**src/design/adjacency_matrix_degree_scan_unit_assert.svh**
```systemverilog
// assertion macros for the scan unit
`ifndef ADJACENCY_MATRIX_DEGREE_SCAN_UNIT_ASSERT_SVH
`define ADJACENCY_MATRIX_DEGREE_SCAN_UNIT_ASSERT_SVH

// same-cycle implication, checked outside reset
`define AMDS_ASSERT_NOW(label, clk_s, rst_s, ante, cons) \
    label: assert property (@(posedge clk_s) disable iff (!rst_s) (ante) |-> (cons)) \
        else $error("scan unit assertion failed");

// next-cycle implication, checked outside reset
`define AMDS_ASSERT_NEXT(label, clk_s, rst_s, ante, cons) \
    label: assert property (@(posedge clk_s) disable iff (!rst_s) (ante) |=> (cons)) \
        else $error("scan unit assertion failed");

`endif

```
**src/design/amds_pkg.sv**
```systemverilog
package amds_pkg;

    // sizing of the matrix and the cost field
    localparam int MAX_NODES  = 64;
    localparam int COST_BITS  = 16;
    localparam int COL_W      = $clog2(MAX_NODES);
    localparam int CNT_W      = $clog2(MAX_NODES + 1);

    // fixed widths of the result fields and the config word
    localparam int NODE_W     = 7;
    localparam int MAXC_W     = 15;
    localparam int CFG_W      = 7;

    // stream widths, padded to whole bytes
    localparam int IN_TDATA_W  = ((COST_BITS + 7) / 8) * 8;
    localparam int RES_W       = 5 * NODE_W + MAXC_W;
    localparam int OUT_TDATA_W = ((RES_W + 7) / 8) * 8;

    // result queue
    localparam int FIFO_DEPTH = 4;
    localparam int FIFO_PTR_W = $clog2(FIFO_DEPTH);
    localparam int OCC_W      = $clog2(FIFO_DEPTH + 1);

    // result fields, lowest field in the lowest bits
    typedef struct packed {
        logic [NODE_W-1:0] max_in_node;
        logic [NODE_W-1:0] max_dst;
        logic [NODE_W-1:0] max_src;
        logic [MAXC_W-1:0] max_cost;
        logic [NODE_W-1:0] out_degree;
        logic [NODE_W-1:0] row_node;
    } out_fields_t;

    typedef struct packed {
        logic        last;
        out_fields_t fields;
    } result_t;

endpackage

```
**src/design/adjacency_matrix_degree_scan_unit.sv**
```systemverilog
// channel   | direction | payload                                            | request
// s_axis    | in        | tdata: arc_cost                                    | one matrix entry
// m_axis    | out       | tdata: row_node..max_in_node, tlast: last          | one row result
// cfg       | in        | data: node_count                                   | register write
//
// one entry per cycle unless s_axis stalls; a row result passes the entry stage register
// into the result queue; the column-count memory read-modify-write sets that rate, with
// forwarding of the previous write and per-column valid bits that clear at once on each
// new matrix; reset restores node_count 64 and a fresh matrix; no clearing pass is needed
// s_axis stalls only when the four-entry result queue could overflow
module adjacency_matrix_degree_scan_unit (
    input  logic                              clk,
    input  logic                              rst_n,
    input  logic                              s_axis_tvalid,
    output logic                              s_axis_tready,
    input  logic [amds_pkg::IN_TDATA_W-1:0]   s_axis_tdata,   // arc_cost
    output logic                              m_axis_tvalid,
    input  logic                              m_axis_tready,
    // row_node, out_degree, max_cost, max_src, max_dst, max_in_node
    output logic [amds_pkg::OUT_TDATA_W-1:0]  m_axis_tdata,
    output logic                              m_axis_tlast,
    input  logic                              cfg_valid,
    output logic                              cfg_ready,
    input  logic [amds_pkg::CFG_W-1:0]        cfg_data        // node_count
);

    import amds_pkg::*;

`include "adjacency_matrix_degree_scan_unit_assert.svh"

    // configuration and position
    logic [COL_W-1:0]     last_idx_reg, last_idx_next;
    logic [COL_W-1:0]     row_reg, row_next;
    logic [COL_W-1:0]     col_reg, col_next;

    // entry stage registers
    logic                 s1_valid_reg;
    logic [COL_W-1:0]     s1_row_reg;
    logic [COL_W-1:0]     s1_col_reg;
    logic [COST_BITS-1:0] s1_cost_reg;
    logic                 s1_eor_reg;
    logic                 s1_eom_reg;

    // matrix accumulators
    logic [CNT_W-1:0]     row_nz_reg, row_nz_next;
    logic [COST_BITS-2:0] best_cost_reg, best_cost_next;
    logic [NODE_W-1:0]    best_src_reg, best_src_next;
    logic [NODE_W-1:0]    best_dst_reg, best_dst_next;
    logic [CNT_W-1:0]     best_in_cnt_reg, best_in_cnt_next;
    logic [COL_W-1:0]     best_in_node_reg, best_in_node_next;

    // column count validity and forwarding
    logic [MAX_NODES-1:0] valid_reg, valid_next;
    logic                 fwd_valid_reg, fwd_valid_next;
    logic [COL_W-1:0]     fwd_col_reg;
    logic [CNT_W-1:0]     fwd_cnt_reg;

    // result queue
    result_t              fifo_reg [FIFO_DEPTH];
    logic [FIFO_PTR_W-1:0] wr_ptr_reg, rd_ptr_reg;
    logic [OCC_W-1:0]     occ_reg;

    logic                 in_accept;
    logic                 cfg_accept;
    logic                 s1_res;
    logic                 eor_in;
    logic                 eom_in;
    logic [CNT_W-1:0]     ram_rdata;
    logic [CNT_W-1:0]     cnt_old;
    logic [CNT_W-1:0]     cnt_new;
    logic                 cost_nz;
    logic                 cost_pos;
    logic                 cnt_wr;
    logic                 fifo_wr;
    logic                 fifo_rd;
    result_t              res_new;
    result_t              fifo_head;

    assign cfg_ready  = 1'b1;
    assign cfg_accept = cfg_valid & cfg_ready;
    assign in_accept  = s_axis_tvalid & s_axis_tready;

    // room for the pending result plus one more
    assign s1_res        = s1_valid_reg & s1_eor_reg;
    assign s_axis_tready = ({1'b0, occ_reg} + {{OCC_W{1'b0}}, s1_res})
                           < (OCC_W + 1)'(FIFO_DEPTH);

    // clamp of the node count on write
    always_comb
    begin
        last_idx_next = last_idx_reg;
        if (cfg_accept)
        begin
            if (cfg_data == '0)
            begin
                last_idx_next = '0;
            end
            else if (32'(cfg_data) > MAX_NODES)
            begin
                last_idx_next = COL_W'(MAX_NODES - 1);
            end
            else
            begin
                last_idx_next = COL_W'(cfg_data - CFG_W'(1));
            end
        end
    end

    // row and column position of the incoming entry
    assign eor_in = (col_reg == last_idx_reg);
    assign eom_in = eor_in && (row_reg == last_idx_reg);

    always_comb
    begin
        row_next = row_reg;
        col_next = col_reg;
        if (cfg_accept)
        begin
            row_next = '0;
            col_next = '0;
        end
        else if (in_accept)
        begin
            if (eom_in)
            begin
                row_next = '0;
                col_next = '0;
            end
            else if (eor_in)
            begin
                row_next = row_reg + COL_W'(1);
                col_next = '0;
            end
            else
            begin
                col_next = col_reg + COL_W'(1);
            end
        end
    end

    // column count memory
    amds_ram #(
        .WIDTH (CNT_W),
        .DEPTH (MAX_NODES)
    ) u_col_ram (
        .clk     (clk),
        .wr_en   (cnt_wr),
        .wr_addr (s1_col_reg),
        .wr_data (cnt_new),
        .rd_en   (in_accept),
        .rd_addr (col_reg),
        .rd_data (ram_rdata)
    );

    // count read with forwarding of the previous write
    always_comb
    begin
        if (fwd_valid_reg && (fwd_col_reg == s1_col_reg))
        begin
            cnt_old = fwd_cnt_reg;
        end
        else if (valid_reg[s1_col_reg])
        begin
            cnt_old = ram_rdata;
        end
        else
        begin
            cnt_old = '0;
        end
    end

    assign cost_nz  = |s1_cost_reg;
    assign cost_pos = cost_nz & ~s1_cost_reg[COST_BITS-1];
    assign cnt_new  = cnt_old + CNT_W'(1);
    assign cnt_wr   = s1_valid_reg & cost_pos;

    // accumulator update for the entry in flight
    always_comb
    begin
        row_nz_next       = row_nz_reg;
        best_cost_next    = best_cost_reg;
        best_src_next     = best_src_reg;
        best_dst_next     = best_dst_reg;
        best_in_cnt_next  = best_in_cnt_reg;
        best_in_node_next = best_in_node_reg;
        valid_next        = valid_reg;
        fwd_valid_next    = fwd_valid_reg;
        if (s1_valid_reg)
        begin
            row_nz_next = row_nz_reg + CNT_W'(cost_nz);
            if (cost_pos)
            begin
                valid_next[s1_col_reg] = 1'b1;
                fwd_valid_next         = 1'b1;
                if ((cnt_new > best_in_cnt_reg) ||
                    ((cnt_new == best_in_cnt_reg) && (s1_col_reg < best_in_node_reg)))
                begin
                    best_in_cnt_next  = cnt_new;
                    best_in_node_next = s1_col_reg;
                end
                if (s1_cost_reg[COST_BITS-2:0] > best_cost_reg)
                begin
                    best_cost_next = s1_cost_reg[COST_BITS-2:0];
                    best_src_next  = NODE_W'(s1_row_reg) + NODE_W'(1);
                    best_dst_next  = NODE_W'(s1_col_reg) + NODE_W'(1);
                end
            end
        end
    end

    // result built from the updated accumulators
    always_comb
    begin
        res_new                    = '0;
        res_new.fields.row_node    = NODE_W'(s1_row_reg) + NODE_W'(1);
        res_new.fields.out_degree  = NODE_W'(row_nz_next);
        if (s1_eom_reg)
        begin
            res_new.last               = 1'b1;
            res_new.fields.max_cost    = MAXC_W'(best_cost_next);
            res_new.fields.max_src     = best_src_next;
            res_new.fields.max_dst     = best_dst_next;
            res_new.fields.max_in_node = NODE_W'(best_in_node_next) + NODE_W'(1);
        end
    end

    // control and accumulator registers
    always_ff @(posedge clk or negedge rst_n)
    begin
        if (!rst_n)
        begin
            last_idx_reg     <= COL_W'(MAX_NODES - 1);
            row_reg          <= '0;
            col_reg          <= '0;
            s1_valid_reg     <= 1'b0;
            row_nz_reg       <= '0;
            best_cost_reg    <= '0;
            best_src_reg     <= '0;
            best_dst_reg     <= '0;
            best_in_cnt_reg  <= '0;
            best_in_node_reg <= '0;
            valid_reg        <= '0;
            fwd_valid_reg    <= 1'b0;
        end
        else
        begin
            last_idx_reg <= last_idx_next;
            row_reg      <= row_next;
            col_reg      <= col_next;
            s1_valid_reg <= in_accept;
            if (cfg_accept || (s1_valid_reg && s1_eom_reg))
            begin
                row_nz_reg       <= '0;
                best_cost_reg    <= '0;
                best_src_reg     <= '0;
                best_dst_reg     <= '0;
                best_in_cnt_reg  <= '0;
                best_in_node_reg <= '0;
                valid_reg        <= '0;
                fwd_valid_reg    <= 1'b0;
            end
            else
            begin
                row_nz_reg       <= (s1_valid_reg && s1_eor_reg) ? '0 : row_nz_next;
                best_cost_reg    <= best_cost_next;
                best_src_reg     <= best_src_next;
                best_dst_reg     <= best_dst_next;
                best_in_cnt_reg  <= best_in_cnt_next;
                best_in_node_reg <= best_in_node_next;
                valid_reg        <= valid_next;
                fwd_valid_reg    <= fwd_valid_next;
            end
        end
    end

    // entry stage, forwarding payload and result queue storage
    always_ff @(posedge clk)
    begin
        if (in_accept)
        begin
            s1_row_reg  <= row_reg;
            s1_col_reg  <= col_reg;
            s1_cost_reg <= s_axis_tdata[COST_BITS-1:0];
            s1_eor_reg  <= eor_in;
            s1_eom_reg  <= eom_in;
        end
        if (cnt_wr)
        begin
            fwd_col_reg <= s1_col_reg;
            fwd_cnt_reg <= cnt_new;
        end
        if (fifo_wr)
        begin
            fifo_reg[wr_ptr_reg] <= res_new;
        end
    end

    // result queue pointers
    assign fifo_wr = s1_res;
    assign fifo_rd = m_axis_tvalid & m_axis_tready;

    always_ff @(posedge clk or negedge rst_n)
    begin
        if (!rst_n)
        begin
            wr_ptr_reg <= '0;
            rd_ptr_reg <= '0;
            occ_reg    <= '0;
        end
        else
        begin
            if (fifo_wr)
            begin
                wr_ptr_reg <= wr_ptr_reg + FIFO_PTR_W'(1);
            end
            if (fifo_rd)
            begin
                rd_ptr_reg <= rd_ptr_reg + FIFO_PTR_W'(1);
            end
            if (fifo_wr && !fifo_rd)
            begin
                occ_reg <= occ_reg + OCC_W'(1);
            end
            else if (fifo_rd && !fifo_wr)
            begin
                occ_reg <= occ_reg - OCC_W'(1);
            end
        end
    end

    // output side
    assign fifo_head     = fifo_reg[rd_ptr_reg];
    assign m_axis_tvalid = (occ_reg != '0);
    assign m_axis_tdata  = OUT_TDATA_W'(fifo_head.fields);
    assign m_axis_tlast  = fifo_head.last;

    // checks
    `AMDS_ASSERT_NOW(a_queue_no_overflow, clk, rst_n,
        fifo_wr && !fifo_rd, occ_reg != OCC_W'(FIFO_DEPTH))
    `AMDS_ASSERT_NOW(a_matrix_end_is_row_end, clk, rst_n,
        s1_valid_reg && s1_eom_reg, s1_eor_reg)
    `AMDS_ASSERT_NEXT(a_matrix_end_clears_counts, clk, rst_n,
        s1_valid_reg && s1_eom_reg, (valid_reg == '0) && !fwd_valid_reg)
    `AMDS_ASSERT_NEXT(a_row_result_queued, clk, rst_n,
        s1_res, occ_reg != '0)

endmodule

```
**src/design/amds_ram.sv**
```systemverilog
module amds_ram #(
    parameter int WIDTH = 8,
    parameter int DEPTH = 64
) (
    input  logic                     clk,
    input  logic                     wr_en,
    input  logic [$clog2(DEPTH)-1:0] wr_addr,
    input  logic [WIDTH-1:0]         wr_data,
    input  logic                     rd_en,
    input  logic [$clog2(DEPTH)-1:0] rd_addr,
    output logic [WIDTH-1:0]         rd_data
);

    logic [WIDTH-1:0] mem [DEPTH];
    logic [WIDTH-1:0] rd_data_reg;

    // one write port, one registered read port
    always_ff @(posedge clk)
    begin
        if (wr_en)
        begin
            mem[wr_addr] <= wr_data;
        end
        if (rd_en)
        begin
            rd_data_reg <= mem[rd_addr];
        end
    end

    assign rd_data = rd_data_reg;

endmodule
```
**config.mk**
```make
export PLATFORM = sky130hd
export DESIGN_NAME = adjacency_matrix_degree_scan_unit
export DESIGN_NICKNAME = d
export VERILOG_FILES = /design/src/design/amds_pkg.sv /design/src/design/adjacency_matrix_degree_scan_unit.sv /design/src/design/amds_ram.sv
export VERILOG_INCLUDE_DIRS = /design/src /design/src/design
export SDC_FILE = /design/constraint.sdc
export NUM_CORES = 1
export LEC_CHECK = 0
export ABC_AREA = 1
export BUFFER_PORTS_ARGS = -buffer_cell sky130_fd_sc_hd__buf_2
export CELL_PAD_IN_SITES_DETAIL_PLACEMENT = 0
export CELL_PAD_IN_SITES_GLOBAL_PLACEMENT = 1
export CORE_MARGIN = 2
export CORE_UTILIZATION = 46
export CTS_BUF_LIST = sky130_fd_sc_hd__clkbuf_16
export DETAILED_ROUTE_END_ITERATION = 8
export GPL_TIMING_DRIVEN = 0
export PLACE_DENSITY_LB_ADDON = 0.1
export SLEW_MARGIN = 20
export SYNTH_ARGS = -nofsm -noshare
export SYNTH_HDL_FRONTEND = slang
export SYNTH_HIERARCHICAL = 1
export SYNTH_SLANG_ARGS = --single-unit
```
**constraint.sdc**
```tcl
create_clock -name clk -period 5 [get_ports clk]
set_input_delay 1 -clock clk [delete_from_list [all_inputs] [get_ports clk]]
set_output_delay 1 -clock clk [all_outputs]
set_load 0.005 [all_outputs]
```
==> results_dict.tcl, run 1 <==
set metrics [dict create \
    status "finished clean" \
    intPower_mw 14.3 \
    clk_pin_slew_ns 0.06 \
    place.gp.congestion 0.960 \
    slew_violations 0 \
    cts_sinks 842 \
    finClkSkew_ns 0.0390 \
    critPathMaxFanout 10 \
    slew_headroom_pct 30.7 \
    cts_tree "built" \
    drv_cap 0 \
    synthFlopType "edfxtp_1" \
    antenna_left 0 \
    ctsHoldBuffers 0 \
    wl_per_cell_um 22.7 \
    die_width_um 284 \
    finalCritPeriodShare_pct 95.8 \
    seq_power_share_pct 38.9 \
    cts_made_buffers 91 \
    first_global_vias 24900 \
    combPwrFrac_pct 29.4 \
    ys_types 53 \
    syn_area_per_cell_um2 11.0 \
    swShare_pct 34.6 \
    vias_per_cell 5.54 \
    synth_cells 3276 \
    fp.dieArea_um2 80500 \
    worstSetupEndpointType "register" \
    core_um2 77500 \
    hold_class "input pin to asynchronous set/reset pin" \
    synth_compound_area_share_pct 5.37 \
    dpl_cell_area_um2 38300 \
    die_h_um 284 \
    worst_pin_slew_ns 1.04 \
    vias 25600 \
    clock_latency_ns 0.66 \
    critPathArrivalTime_ns 5.18 \
    finalWorstSetupSlack_ns 0.211 \
    antenna_found_initial 0 \
    irDropWorstVdd_v 0.000296 \
    netSwitchingPower_mw 7.53 \
    hold_violations 0 \
    drive_gt1_share_pct 13.1 \
    power_mw 21.8 \
    synthAdderAreaFrac_pct 1.52 \
    met1_usage_pct 33.3 \
    largest_reg_flops 448 \
    required_ns 5.39 \
    synthArstFlopShare_pct 16.6 \
    final_area_um2 41900 \
    grt_pass1_wl_um 156000 \
    worstSetupStartpointType "register" \
    max_stage_delay_ns 0.53 \
    yosys.area_share.simple_pct 19.8 \
    cellLeakagePower_nw 16.2 \
    setup_violations 0 \
    grt_max_degree 79 \
    use_met3_pct 3.49 \
    top_usage_layer "met2" \
    netlist_area_um2 36000 \
    cts_max_level 3 \
    synth_xor_area_share_pct 0.633 \
    area_growth_pct 16.3 \
    stdcell_count 4623 \
    maxClockFrequency_mhz 209 \
    boundaryPins 88 \
    finalNetCount 3584 \
    synthMuxAreaShare_pct 0 \
    power_frac_clock_pct 31.7 \
    ys.warnings.count 6 \
    power_density_nw_per_um2 521 \
    initialDrtViolationCount 2421 \
    synth.yosys.seq_area_share_pct 68.3 \
    fp-row-count 102 \
    hpwl_um 70400 \
    synth_top_family_by_area "simple AND/OR/NAND/NOR gates" \
    critPathKind "register to register" \
    hold_slack_ns 0.292 \
    grt_usage_pct 25.7 \
    synth-edff-count 702 \
    routed_wirelength_um 105000 \
    dp.cells 4427 \
    crit_slowest_cell "edfxtp_1" \
    final_cell_mix "nand2_1 (822), edfxtp_1 (702), nand3_1 (450)" \
    grtUsageMet2_pct 43.9 \
    drc 0 \
    ys_ff_latch 842 \
    portBuffers 80 \
    overflow 0 \
    clock_tree.root_cell "clkbuf_16" \
    first_pass_iters 5 \
    clockBufferDepth 3 \
    start_util_pct 46.4 \
    diodes 0 \
    timing.final.crit_period_ns 4.79 \
    final_common_cell "nand2_1" \
    dp_slack_ns -1.30 \
]
==> power groups by stage <==
stage / clock network [mW] / logic, mW / registers, mW
after floorplan: 0 / 3.54 / 8.57
after global placement: 0 / 5.89 / 8.68
after detailed placement: 0 / 6.15 / 8.64
after CTS: 7.03 / 6.31 / 8.47
after global routing: 7.30 / 6.95 / 8.51
final: 6.90 / 6.41 / 8.47
==> worst paths after layout <==
check | startpoint | end | slack, ns | cells after the start
worst max register to register | s1_col_reg[0] | fifo_reg[2][47] | 0.21 | 31
max in group asynchronous | rst_n | last_idx_reg[0] | 3.80 | 2
min in group clk | valid_reg[62] | valid_reg[62] | 0.49 | 1
worst min-delay path | rst_n | valid_reg[41] | 0.29 | 1
worst max-delay path | s1_col_reg[0] | fifo_reg[2][47] | 0.21 | 31
worst min register to register | valid_reg[62] | valid_reg[62] | 0.49 | 1
==> metrics by stage <==
step / setup TNS [ns] / util (%)
2_1_floorplan: 0 / -
3_3_place_gp: -173.70 / 48.7
3_5_place_dp: -35.95 / 49.4
4_1_cts: 0 / 53.8
5_1_grt: -0.196 / 54.0
6_report: 0 / 54.0
==> kinds of logic (layout without fill, tap and decap cells) <==
logic type               Yosys count  in the layout
flip-flops                       842            842
AO/OA/AOI/OAI                    340            340
XOR/XNOR                          26             26
buffers and inverters            343            643
AND/OR/NAND/NOR                 1680           1682
other                              2              7
adder cells (fa/ha/maj)           43             43
==> synth_stat cells, types with 7 or more instances <==
| cell type | number | share of area, % |
|---|---|---|
| a21oi_1 | 44 | 0.61 |
| a31oi_1 | 22 | 0.38 |
| a32o_1 | 15 | 0.42 |
| buf_1 | 11 | 0.11 |
| buf_2 | 57 | 0.79 |
| buf_4 | 28 | 0.58 |
| buf_6 | 10 | 0.31 |
| clkbuf_1 | 71 | 0.74 |
| dfrtp_1 | 134 | 9.3 |
| edfxtp_1 | 702 | 59 |
| ha_1 | 42 | 1.5 |
| inv_1 | 156 | 1.6 |
| nand2_1 | 830 | 8.7 |
| nand2_2 | 10 | 0.17 |
| nand3_1 | 452 | 6.3 |
| nand4_1 | 18 | 0.31 |
| nor2_1 | 318 | 3.3 |
| nor2_2 | 8 | 0.14 |
| nor3_1 | 8 | 0.11 |
| nor4_1 | 13 | 0.23 |
| o21ai_0 | 184 | 2.6 |
| o21ai_1 | 8 | 0.11 |
| o22ai_1 | 54 | 0.94 |
| or2_2 | 7 | 0.12 |
| xor2_1 | 21 | 0.51 |
==> critical path, delay by kind of cell, from the launching register on <==
family | cells | cell delay [ns]
buffers and inverters | 7 | 0.88
AND/OR/NAND/NOR | 15 | 1.37
adder cells (fa/ha/maj) | 3 | 0.63
flip-flops | 1 | 0.53
AO/OA/AOI/OAI | 5 | 0.91
XOR/XNOR | 1 | 0.18
==> layer usage <==
metal / part of all wire (%) / routed length [um]
met1: 41 / 42700
met3: 6.0 / 6320
met4: 4.1 / 4270
met2: 49 / 51600
met5: 0 / 0
==> what timing repair did <==
item	4_1_cts	5_1_grt
setup endpoints to repair	41	24
buffers inserted	18	12
gates resized for setup	29	34
pin swaps	5	12
gates cloned	3	0
==> layout make-up <==
cell class	instances	area (um2)
fill	6743	35600
sequential	842	24600
multi-input combinational	2098	10200
clock buffer	92	2300
tap	1040	1300
timing repair buffer	136	1080
buffer	177	960
clock inverter	71	776
inverter	166	661
timing repair inverter	1	5.00
Power figures use the tool's default switching activity.
==> run 2, diff against run 1 <==
Settings changed: MAX_ROUTING_LAYER set to met4.
==> results_dict.tcl, run 2 (synthesized netlist as in run 1, its figures left out) <==
set metrics [dict create \
    crit_start "s1_col_reg[1]" \
    final_cell_mix "nand2_1 (821), edfxtp_1 (702), nand3_1 (450)" \
    power_density_nw_per_um2 513 \
    drv_cap 0 \
    crit_family "buffers and inverters" \
    worstSetupStartpointType "register" \
    initialDrtViolationCount 2274 \
    timing.final.crit_period_ns 4.73 \
    critPathArrivalTime_ns 5.11 \
    critPathKind "register to register" \
    finalNetCount 3588 \
    first_global_vias 24700 \
    grt_usage_pct 26.4 \
    clock_latency_ns 0.65 \
    vias 25400 \
    setup_violations 0 \
    first_pass_iters 6 \
    clk_pin_slew_ns 0.06 \
    n_fill_cell 6788 \
    max_stage_delay_ns 0.50 \
    finalCritPeriodShare_pct 94.7 \
    hold_violations 0 \
    slew_violations 0 \
    hold_slack_ns 0.295 \
    cellLeakagePower_nw 16.3 \
    hold_class "input pin to asynchronous set/reset pin" \
    cts_tree "built" \
    dp.cells 4429 \
    irDropWorstVdd_v 0.000308 \
    clockBufferDepth 3 \
    finClkSkew_ns 0.0247 \
    cts_made_buffers 90 \
    fp-row-count 102 \
    area_growth_pct 16.3 \
    seq_area_um2 24600 \
    clock_tree.root_cell "clkbuf_16" \
    largest_reg_flops 448 \
    portBuffers 80 \
    antenna_found_initial 0 \
    final_common_cell "nand2_1" \
    critPathBufInv 10 \
    timing.rr.start "s1_col_reg[1]" \
    ctsHoldBuffers 0 \
    routed_wirelength_um 104000 \
    crit_slowest_cell "edfxtp_1" \
    drc 0 \
    die_h_um 284 \
    multi_input_area_um2 10200 \
    overflow 0 \
    required_ns 5.38 \
    maxClockFrequency_mhz 211 \
    stdcell_count 4634 \
    fp.dieArea_um2 80500 \
    vias_per_cell 5.49 \
    place.gp.congestion 0.917 \
    grt_max_degree 85 \
    core_um2 77500 \
    grt_pass1_wl_um 154000 \
    start_util_pct 46.4 \
    cts_sinks 842 \
    drive_gt1_share_pct 13.1 \
    slew_headroom_pct 32.1 \
    antenna_left 0 \
    worstSetupEndpointType "register" \
    cts_max_level 3 \
    wl_per_cell_um 22.4 \
    boundaryPins 88 \
    hpwl_um 70100 \
    worst_pin_slew_ns 1.02 \
    status "finished clean" \
    die_width_um 284 \
    critPathMaxFanout 10 \
]
## run 2: cell types whose count changed in the layout (fill, tap and decap cells not counted), moves of 3 or more
cell        previous run  this run
buf_12                15        10
buf_16                 5        12
bufinv_16             15        11
clkinv_1              24        16
clkinv_2              12        17
clkinvlp_4             6         3
inv_1                161       176
## run 2: power by group
| group | switching [mW] | internal (mW) |
|---|---|---|
| clock | 2.72 | 3.88 |
| sequential | 0.194 | 8.28 |
| combinational | 4.53 | 1.86 |
## run 2: routing by layer
metal,vias to the layer above,wire (um),global-route usage (%)
li1,11900,-,-
met2,818,51600,43.9
met1,12600,42500,32.8
met5,-,0,-
met4,0,4160,10.2
met3,198,5710,3.62
## run 2: stage by stage
stage	utilization (%)	area, um2	setup WS [ns]	TNS [ns]	power [mW]
floorplan	-	36000	0.0436	0	12.1
global placement	48.7	37800	-2.67	-167.93	14.6
detailed placement	49.6	38400	-1.27	-35.19	14.8
CTS	53.7	41600	0.00684	0	21.5
global route	54.0	41800	-0.0528	-0.467	22.5
finish	54.0	41800	0.265	0	21.5
## run 2: layout make-up
class / count / share of cell area, %
Timing Repair Buffer: 141 / 2.90
Multi-Input combinational cell: 2098 / 24.3
Clock buffer: 91 / 5.44
Tap cell: 1040 / 3.11
Buffer: 177 / 2.30
Antenna cell: 1 / 0.00598
Timing Repair inverter: 1 / 0.0120
Inverter: 166 / 1.57
Clock inverter: 77 / 1.60
Sequential cell: 842 / 58.8
## run 2: repair_timing
action | CTS | global route
endpoints found under the setup margin | 41 | 24
gates resized for setup | 32 | 27
endpoints found under the hold margin | 0 | 0
cloned | 3 | 1
setup buffers | 13 | 19
pin swaps | 6 | 15
## run 2: final timing paths
check | cells past startpoint | to | slack, ns
max | 29 | fifo_reg[1][48] | 0.27
min | 1 | valid_reg[40] | 0.29
max reg2reg | 29 | fifo_reg[1][48] | 0.27
min reg2reg | 2 | best_in_cnt_reg[5] | 0.48
max in group asynchronous | 2 | last_idx_reg[2] | 3.86
min in group clk | 2 | best_in_cnt_reg[5] | 0.48
